[src/rtl/mldf_pkg.sv]
// ----------------------------------------------------------------------------
// Multichannel length-prefix deframer package
// Shared constants, field widths and types for the deframer blocks.
// ----------------------------------------------------------------------------
package mldf_pkg;

    localparam int NUM_CHANNELS_DEF = 64;
    localparam int CHAN_W           = 6;
    localparam int BYTE_W           = 8;
    localparam int LEN_W            = 16;

    typedef enum logic [1:0] {
        PH_HIGH    = 2'd0,
        PH_LOW     = 2'd1,
        PH_PAYLOAD = 2'd2
    } t_phase;

    typedef struct packed {
        t_phase              phase;
        logic [BYTE_W-1:0]   len_hi;
        logic [LEN_W-1:0]    remaining;
    } t_entry;

    typedef struct packed {
        logic [CHAN_W-1:0]   out_channel;
        logic [BYTE_W-1:0]   out_byte;
        logic                out_last;
        logic                out_empty;
    } t_result;

    typedef struct packed {
        logic                en;
        t_entry              data;
    } t_wr_req;

endpackage

[src/rtl/mldf_if.sv]
// ----------------------------------------------------------------------------
// Deframer stream interfaces
// Valid/ready channels for received bytes and for emitted payload bytes.
// ----------------------------------------------------------------------------
interface mldf_in_if;
    logic                           valid;
    logic                           ready;
    logic [mldf_pkg::CHAN_W-1:0]    channel;
    logic [mldf_pkg::BYTE_W-1:0]    data_byte;

    modport source (output valid, output channel, output data_byte, input ready);
    modport sink   (input valid, input channel, input data_byte, output ready);
endinterface

interface mldf_out_if;
    logic                           valid;
    logic                           ready;
    logic [mldf_pkg::CHAN_W-1:0]    out_channel;
    logic [mldf_pkg::BYTE_W-1:0]    out_byte;
    logic                           out_last;
    logic                           out_empty;

    modport source (output valid, output out_channel, output out_byte,
                    output out_last, output out_empty, input ready);
    modport sink   (input valid, input out_channel, input out_byte,
                    input out_last, input out_empty, output ready);
endinterface

[src/rtl/mldf_state_ram.sv]
// ----------------------------------------------------------------------------
// Deframer channel state table
// One entry per channel, one write and one registered read per cycle, with a
// clearing sweep after reset that sets every channel to the header phase.
// ----------------------------------------------------------------------------
module mldf_state_ram #(
    parameter int NUM_CHANNELS = mldf_pkg::NUM_CHANNELS_DEF
) (
    input  logic                                           i_clk,
    input  logic                                           i_rst_n,
    input  logic                                           i_rd_en,
    input  logic [((NUM_CHANNELS > 1) ? $clog2(NUM_CHANNELS) : 1)-1:0] i_rd_addr,
    output mldf_pkg::t_entry                               o_rd_data,
    input  mldf_pkg::t_wr_req                              i_wr,
    input  logic [((NUM_CHANNELS > 1) ? $clog2(NUM_CHANNELS) : 1)-1:0] i_wr_addr,
    output logic                                           o_busy
);

    localparam int AW = (NUM_CHANNELS > 1) ? $clog2(NUM_CHANNELS) : 1;
    localparam logic [AW-1:0] LAST_ADDR = AW'(NUM_CHANNELS - 1);

    mldf_pkg::t_entry r_mem [NUM_CHANNELS];
    mldf_pkg::t_entry r_rd_data;
    mldf_pkg::t_entry clr_entry;
    logic             r_busy;
    logic [AW-1:0]    r_clr_addr;

    always_comb begin
        clr_entry           = '0;
        clr_entry.phase     = mldf_pkg::PH_HIGH;
    end

    always_ff @(posedge i_clk) begin
        if (!i_rst_n) begin
            r_busy     <= 1'b1;
            r_clr_addr <= '0;
        end else if (r_busy) begin
            r_clr_addr <= r_clr_addr + AW'(1);
            if (r_clr_addr == LAST_ADDR) begin
                r_busy <= 1'b0;
            end
        end
    end

    always_ff @(posedge i_clk) begin
        if (r_busy) begin
            r_mem[r_clr_addr] <= clr_entry;
        end else if (i_wr.en) begin
            r_mem[i_wr_addr] <= i_wr.data;
        end
    end

    always_ff @(posedge i_clk) begin
        if (i_rd_en) begin
            r_rd_data <= r_mem[i_rd_addr];
        end
    end

    assign o_rd_data = r_rd_data;
    assign o_busy    = r_busy;

endmodule

[src/rtl/mldf_core.sv]
// ----------------------------------------------------------------------------
// Deframer decode stage
// Holds the accepted byte, updates its channel's header phase and length
// count, bypasses the last write, and keeps the result register.
// ----------------------------------------------------------------------------
module mldf_core #(
    parameter int NUM_CHANNELS = mldf_pkg::NUM_CHANNELS_DEF
) (
    input  logic                                           i_clk,
    input  logic                                           i_rst_n,
    mldf_in_if.sink                                        i_in,
    mldf_out_if.source                                     o_out,
    input  logic                                           i_clr_busy,
    output logic                                           o_rd_en,
    output logic [((NUM_CHANNELS > 1) ? $clog2(NUM_CHANNELS) : 1)-1:0] o_rd_addr,
    input  mldf_pkg::t_entry                               i_rd_data,
    output mldf_pkg::t_wr_req                              o_wr,
    output logic [((NUM_CHANNELS > 1) ? $clog2(NUM_CHANNELS) : 1)-1:0] o_wr_addr
);

    localparam int AW = (NUM_CHANNELS > 1) ? $clog2(NUM_CHANNELS) : 1;

    logic                              accept;
    logic [31:0]                       in_ch_ext;
    logic [31:0]                       s1_ch_ext;
    logic                              r_s1_valid;
    logic [mldf_pkg::CHAN_W-1:0]       r_s1_ch;
    logic [mldf_pkg::BYTE_W-1:0]       r_s1_byte;
    logic                              r_wr_valid;
    logic [mldf_pkg::CHAN_W-1:0]       r_wr_ch;
    mldf_pkg::t_entry                  r_wr_data;
    mldf_pkg::t_entry                  cur;
    mldf_pkg::t_entry                  nxt;
    logic [mldf_pkg::LEN_W-1:0]        len;
    logic                              in_range;
    logic                              has_result;
    mldf_pkg::t_result                 res;
    logic                              out_free;
    logic                              s1_adv;
    logic                              r_out_valid;
    mldf_pkg::t_result                 r_out;

    assign in_ch_ext = 32'(i_in.channel);
    assign s1_ch_ext = 32'(r_s1_ch);
    assign in_range  = s1_ch_ext < 32'(NUM_CHANNELS);

    assign out_free    = !r_out_valid || o_out.ready;
    assign s1_adv      = r_s1_valid && (!has_result || out_free);
    assign i_in.ready  = !i_clr_busy && (!r_s1_valid || s1_adv);
    assign accept      = i_in.valid && i_in.ready;

    assign o_rd_en   = accept;
    assign o_rd_addr = in_ch_ext[AW-1:0];
    assign o_wr_addr = s1_ch_ext[AW-1:0];

    always_comb begin
        if (r_wr_valid && (r_wr_ch == r_s1_ch)) begin
            cur = r_wr_data;
        end else begin
            cur = i_rd_data;
        end
    end

    always_comb begin
        nxt             = cur;
        len             = {cur.len_hi, r_s1_byte};
        has_result      = 1'b0;
        res.out_channel = r_s1_ch;
        res.out_byte    = r_s1_byte;
        res.out_last    = 1'b0;
        res.out_empty   = 1'b0;
        case (cur.phase)
            mldf_pkg::PH_LOW: begin
                if (len == '0) begin
                    nxt.phase     = mldf_pkg::PH_HIGH;
                    has_result    = in_range;
                    res.out_byte  = '0;
                    res.out_last  = 1'b1;
                    res.out_empty = 1'b1;
                end else begin
                    nxt.remaining = len;
                    nxt.phase     = mldf_pkg::PH_PAYLOAD;
                end
            end
            mldf_pkg::PH_PAYLOAD: begin
                has_result = in_range;
                if (cur.remaining <= mldf_pkg::LEN_W'(1)) begin
                    res.out_last  = 1'b1;
                    nxt.remaining = '0;
                    nxt.phase     = mldf_pkg::PH_HIGH;
                end else begin
                    nxt.remaining = cur.remaining - mldf_pkg::LEN_W'(1);
                end
            end
            default: begin
                nxt.len_hi = r_s1_byte;
                nxt.phase  = mldf_pkg::PH_LOW;
            end
        endcase
    end

    assign o_wr.en   = s1_adv && in_range;
    assign o_wr.data = nxt;

    always_ff @(posedge i_clk) begin
        if (!i_rst_n) begin
            r_s1_valid  <= 1'b0;
            r_wr_valid  <= 1'b0;
            r_out_valid <= 1'b0;
        end else begin
            if (accept) begin
                r_s1_valid <= 1'b1;
            end else if (s1_adv) begin
                r_s1_valid <= 1'b0;
            end
            if (o_wr.en) begin
                r_wr_valid <= 1'b1;
            end
            if (s1_adv && has_result) begin
                r_out_valid <= 1'b1;
            end else if (o_out.ready) begin
                r_out_valid <= 1'b0;
            end
        end
    end

    always_ff @(posedge i_clk) begin
        if (accept) begin
            r_s1_ch   <= i_in.channel;
            r_s1_byte <= i_in.data_byte;
        end
        if (o_wr.en) begin
            r_wr_ch   <= r_s1_ch;
            r_wr_data <= nxt;
        end
        if (s1_adv && has_result) begin
            r_out <= res;
        end
    end

    assign o_out.valid       = r_out_valid;
    assign o_out.out_channel = r_out.out_channel;
    assign o_out.out_byte    = r_out.out_byte;
    assign o_out.out_last    = r_out.out_last;
    assign o_out.out_empty   = r_out.out_empty;

    a_result_lands: assert property (@(posedge i_clk) disable iff (!i_rst_n)
        (s1_adv && has_result) |=> r_out_valid)
        else $error("decoded result did not reach the output register");

    a_empty_is_last: assert property (@(posedge i_clk) disable iff (!i_rst_n)
        (r_out_valid && r_out.out_empty) |-> (r_out.out_last && (r_out.out_byte == '0)))
        else $error("empty marker without last flag or with a data byte");

    a_payload_owes: assert property (@(posedge i_clk) disable iff (!i_rst_n)
        (o_wr.en && (nxt.phase == mldf_pkg::PH_PAYLOAD)) |-> (nxt.remaining != '0))
        else $error("payload phase stored with nothing owed");

    a_no_accept_in_sweep: assert property (@(posedge i_clk) disable iff (!i_rst_n)
        i_clr_busy |=> !r_s1_valid || !$past(i_clr_busy))
        else $error("transaction taken during the clearing sweep");

endmodule

[src/rtl/multichannel_length_prefix_deframer_unit.sv]
// ----------------------------------------------------------------------------
// Multichannel length-prefix deframer
// Splits per-channel byte streams into messages with a 16-bit big-endian
// length header and emits each payload byte with its channel and last flag.
// ----------------------------------------------------------------------------
// The block accepts one byte transaction per clock while the output is not
// held back and the clearing sweep is over. Each payload byte passes the
// stage register and the result register; a zero-length message gives a
// single transaction flagged empty and last. The channel state table, read
// when a byte is taken and written when it leaves the stage register, sets
// the rate; a one-entry bypass of the latest write lets bytes of the same
// channel follow each other in consecutive cycles. After reset the table is
// swept clear, one channel per cycle, with input ready low until it ends.
module multichannel_length_prefix_deframer_unit #(
    parameter int NUM_CHANNELS = mldf_pkg::NUM_CHANNELS_DEF
) (
    input  logic       i_clk,
    input  logic       i_rst_n,
    mldf_in_if.sink    i_in,
    mldf_out_if.source o_out
);

    localparam int AW = (NUM_CHANNELS > 1) ? $clog2(NUM_CHANNELS) : 1;

    logic              rd_en;
    logic [AW-1:0]     rd_addr;
    mldf_pkg::t_entry  rd_data;
    mldf_pkg::t_wr_req wr;
    logic [AW-1:0]     wr_addr;
    logic              clr_busy;

    mldf_state_ram #(
        .NUM_CHANNELS (NUM_CHANNELS)
    ) u_state_ram (
        .i_clk     (i_clk),
        .i_rst_n   (i_rst_n),
        .i_rd_en   (rd_en),
        .i_rd_addr (rd_addr),
        .o_rd_data (rd_data),
        .i_wr      (wr),
        .i_wr_addr (wr_addr),
        .o_busy    (clr_busy)
    );

    mldf_core #(
        .NUM_CHANNELS (NUM_CHANNELS)
    ) u_core (
        .i_clk      (i_clk),
        .i_rst_n    (i_rst_n),
        .i_in       (i_in),
        .o_out      (o_out),
        .i_clr_busy (clr_busy),
        .o_rd_en    (rd_en),
        .o_rd_addr  (rd_addr),
        .i_rd_data  (rd_data),
        .o_wr       (wr),
        .o_wr_addr  (wr_addr)
    );

endmodule

[src/flat_wrapper.sv]
// flat-port wrapper written by rule: the top's interface ports become plain ports
module multichannel_length_prefix_deframer_unit_flat 
#(
    parameter int NUM_CHANNELS = mldf_pkg::NUM_CHANNELS_DEF
)
  (i_clk, i_rst_n, i_in_valid, i_in_channel, i_in_data_byte, i_in_ready, o_out_valid, o_out_out_channel, o_out_out_byte, o_out_out_last, o_out_out_empty, o_out_ready);
  mldf_in_if i_in_i ();
  mldf_out_if o_out_i ();
  input  logic i_clk;
  input  logic i_rst_n;
  input wire logic [$bits(i_in_i.valid)-1:0] i_in_valid;
  input wire logic [$bits(i_in_i.channel)-1:0] i_in_channel;
  input wire logic [$bits(i_in_i.data_byte)-1:0] i_in_data_byte;
  output wire logic [$bits(i_in_i.ready)-1:0] i_in_ready;
  output wire logic [$bits(o_out_i.valid)-1:0] o_out_valid;
  output wire logic [$bits(o_out_i.out_channel)-1:0] o_out_out_channel;
  output wire logic [$bits(o_out_i.out_byte)-1:0] o_out_out_byte;
  output wire logic [$bits(o_out_i.out_last)-1:0] o_out_out_last;
  output wire logic [$bits(o_out_i.out_empty)-1:0] o_out_out_empty;
  input wire logic [$bits(o_out_i.ready)-1:0] o_out_ready;
  assign i_in_i.valid = i_in_valid;
  assign i_in_i.channel = i_in_channel;
  assign i_in_i.data_byte = i_in_data_byte;
  assign i_in_ready = i_in_i.ready;
  assign o_out_valid = o_out_i.valid;
  assign o_out_out_channel = o_out_i.out_channel;
  assign o_out_out_byte = o_out_i.out_byte;
  assign o_out_out_last = o_out_i.out_last;
  assign o_out_out_empty = o_out_i.out_empty;
  assign o_out_i.ready = o_out_ready;
  multichannel_length_prefix_deframer_unit #(.NUM_CHANNELS(NUM_CHANNELS)) u_core (.i_clk(i_clk), .i_rst_n(i_rst_n), .i_in(i_in_i), .o_out(o_out_i));
endmodule
[config.mk]
export PLATFORM = sky130hd
export DESIGN_NAME = multichannel_length_prefix_deframer_unit_flat
export DESIGN_NICKNAME = d
export VERILOG_FILES = /design/src/rtl/mldf_pkg.sv /design/src/rtl/mldf_if.sv /design/src/rtl/mldf_state_ram.sv /design/src/rtl/mldf_core.sv /design/src/rtl/multichannel_length_prefix_deframer_unit.sv /design/src/flat_wrapper.sv
export SDC_FILE = /design/constraint.sdc
export NUM_CORES = 2
export LEC_CHECK = 0
export BUFFER_PORTS_ARGS = -buffer_cell sky130_fd_sc_hd__buf_4
export CAP_MARGIN = 20
export CORE_ASPECT_RATIO = 0.7
export CORE_UTILIZATION = 43
export DETAILED_ROUTE_END_ITERATION = 10
export PLACE_DENSITY_LB_ADDON = 0.25
export SYNTH_ARGS = -nofsm -noshare
export SYNTH_HDL_FRONTEND = slang
export SYNTH_SLANG_ARGS = --single-unit
[constraint.sdc]
create_clock -name i_clk -period 6.1 [get_ports i_clk]
set_input_delay 0.61 -clock i_clk [delete_from_list [all_inputs] [get_ports i_clk]]
set_output_delay 0.61 -clock i_clk [all_outputs]
set_load 0.03 [all_outputs]
==> run metrics <==
Setup CP Type reg2reg; post-DR wirelength/cell 33.6 um; kind of cell adding the most delay to the critical path simple AND/OR/NAND/NOR gates; Worst VDD drop 0.256 mV; clock skew 0.0285 ns; IO Count 36; Setup crit end kind flip-flop; Max-Cap Viols 0; Adder-Cell Fraction of Synth Area 0.0911%; Total Power 0.0237 W; Sequential Power Share 55.7%; RSZ-0062 raised after global routing false; Post-synth top cells edfxtp_1 (1752), mux4_2 (546), clkbuf_1 (102); CP arrival 5.65 ns; initial antenna violation count 18; Tightest Pin Transition 1.14 ns; top_reg_cell synth edfxtp_1; worst-case reg-to-reg path depth 13; synth top area cells edfxtp_1 (77%), mux4_2 (18%), clkbuf_1 (0.56%); hpwl dp 109000 um; Worst Hold Path Cells 2; post-DR vias/cell 6.13; placed cell areas 0.0729 mm2; post-synth top area share 76.6%; DRT antenna net count 0; Levels on crit path 13; compound-gate portion of the synthesized area 1.13%; chip width 480 um; min Tclk post-route 5.16 ns; status finished clean; most frequent cell after synthesis edfxtp_1; Post-Synth XOR/XNOR Area 0.178%; WP buf/inv 3; layout net count 3116; Hold Buf Count CTS 8; WP data required 6.59 ns; Post-synth EDFFs 1752; Synth async-reset ratio 0%; Clock Sinks 1762; die area 0.161 mm2; number of synthesized register bits 1762; Fin. Hold Viols 0; Root Driver clkbuf_16; placed cell count 5029; Post-CTS Setup Repair Bufs 0; first-pass GRT wire length 252000 um; port bufs 35; Comb power frac 3.3%; post-synthesis mux area share 18.7%; Psw 0.00488 W; switching share of power 20.6%; initial DRC count 4558; slowest CP cell mux2_1; register area share after synthesis 76.9%; RePlAce Congestion 0.923; largest net degree at the start of global routing 72; Setup crit start kind flip-flop; Synth cell types 69; area delta synth->final 13.5%; PD cells 304 mW/mm2; Mapped Cells 2904; Net Count, Synth 2927; first-pass iteration count of the detailed router 6; Site Rows 122; Vias 32.7k; Initial Util 43.4%; share of post-route cells with drive strength above 1 33.1%; GRT overflow 0; power share of the clock group 40.9%; cell chain of the critical path xnor2_1 > and4_1 > nand2_2 > mux2i_1 > inv_1 > ha_1 > o211ai_2 > a31oi_4 > a21oi_4 > buf_12 > mux2_1 > nor2_4 > buf_12; setup TNS 0 ns; CTS Buf Count 159; Setup violations, final 0; leakage 21.7 nW; DRC errors left 0; die height 336 um; Min-Delay Path Class in2reg; Routed WL 180000 um; Critical Path Max Stage Delay 0.64 ns; vias in the first global route 32.4k; period utilization 84.6%; GRT Util Overall 22.5%; Synth Area in Simple Gates 1.94%; Core ar. 0.158 mm2; Design Area, Final 0.0780 mm2; htree depth 4; P_int 0.0188 W; worst-path maximum fanout 26; Clock transition at path regs 0.06 ns; PostCTS Resize Cnt 0; Synth Area per Inst 23.7 um2; Clock Path Buffers 3; Synth Warn # 0; Synth Cell Area 0.0687 mm2; Rel. slew slack 24.1%; Synth area leader edfxtp_1; Top cell by count, worst path buf_12; largest family of logic cells by synthesized area multiplexers; Fmax achieved 194 MHz; Clock Latency Late Sink 0.80 ns; CTS tree done; Final Max Tran Viols 0; non-filler instance count after layout 5338
==> power groups by stage <==
stage / logic [W] / clock network, W / registers [W]
after CTS: 0.000797 / 0.00985 / 0.0132
after global placement: 0.000784 / 0 / 0.0135
after floorplan: 0.000487 / 0 / 0.0135
after global routing: 0.000821 / 0.0103 / 0.0132
after detailed placement: 0.000791 / 0 / 0.0135
final: 0.000787 / 0.00970 / 0.0132
==> stage by stage <==
stage	worst slack (ns)	hold slack, ns	utilization, %
5_1_grt	0.687	0.0522	49.3
4_1_cts	0.936	0.0160	49.2
3_5_place_dp	0.933	0.510	46.1
6_report	0.939	0.0745	49.3
3_3_place_gp	1.04	0.497	46.1
2_1_floorplan	0.125	0.439	-
==> layer usage <==
layer  global-route usage, %  routed length [um]
met1                    34.7               79500
met2                    31.9               78300
met3                    5.59               18000
met4                    5.88                3680
met5                       0                  38
==> registers in the layout, summed over array words and instances (netlist names), 6 cells and up <==
register                         flops
u_core.u_core.r_s1_byte              8
u_core.u_state_ram.r_clr_addr        6
u_core.u_core.r_wr_ch                6
u_core.u_core.o_wr_addr              6
u_core.u_core.o_out.out_channel      6
u_core.u_state_ram.r_mem          1664
u_core.u_core.o_out.out_byte         8
u_core.u_core.r_wr_data             26
u_core.u_state_ram.o_rd_data        26
==> cell type report <==
| cell class | instances | area, um2 |
|---|---|---|
| Antenna cell | 10 | 25.0 |
| Clock buffer | 206 | 4220 |
| Clock inverter | 82 | 718 |
| Fill cell | 12300 | 80300 |
| Inverter | 13 | 48.8 |
| Multi-Input combinational cell | 967 | 15800 |
| Sequential cell | 1762 | 52800 |
| Tap cell | 2108 | 2640 |
| Timing Repair Buffer | 190 | 1770 |
==> logic make-up (layout without fill, tap and decap cells) <==
family / Yosys count / count (layout)
AOI/OAI and AO/OA: 98 / 98
xor gates and xnor gates: 14 / 14
adders and majority gates: 5 / 5
buffers and inverters: 175 / 491
DFF: 1762 / 1762
muxes: 596 / 596
other: 0 / 10
and+or+nand+nor: 254 / 254
==> cells in the final DEF, fill, tap and decap left out, drive strengths merged, types with 5 or more instances in the layout <==
cell type    Yosys  layout
and2            31      31
nor2           100     100
clkinv           1      60
nor2b            6       6
nand2b           6       6
nand4           10      10
ha               5       5
nand3b           7       7
bufinv           0       9
dlygate4sd3      0       8
nand2           27      27
diode            0      10
a21o            10      10
xnor2            9       9
buf             59     181
o21ai            6       6
dfxtp           10      10
mux2             9       9
nor4             9       9
a221o            5       5
o32ai           10      10
a21oi           19      19
nor3            14      14
or4              6       6
edfxtp        1752    1752
nand3           19      19
clkinvlp         0       5
o22ai           19      19
mux2i           41      41
xor2             5       5
inv             12      21
mux4           546     546
clkbuf         103     207
==> path summary, 6_finish.rpt <==
path                              startpoint                               to  slack, ns
setup / recovery  u_core.u_core.o_wr_addr[1]  u_core.u_state_ram.r_mem[43][7]       0.94
hold / removal                       i_rst_n        u_core.u_state_ram.o_busy       0.07
setup reg to reg  u_core.u_core.o_wr_addr[1]  u_core.u_state_ram.r_mem[43][7]       0.94
hold reg to reg     u_core.u_core.r_wr_valid         u_core.u_core.r_wr_valid       0.53
==> worst reg2reg max path: cells and delay by family, from the launching register on <==
| kind | cells | cell delay (ns) |
|---|---|---|
| AOI/OAI and AO/OA | 3 | 0.74 |
| xor gates and xnor gates | 1 | 0.29 |
| adders and majority gates | 1 | 0.25 |
| buffers and inverters | 3 | 0.59 |
| DFF | 1 | 0.56 |
| muxes | 2 | 0.92 |
| and+or+nand+nor | 3 | 1.51 |
(Power assumes the default switching activity.)
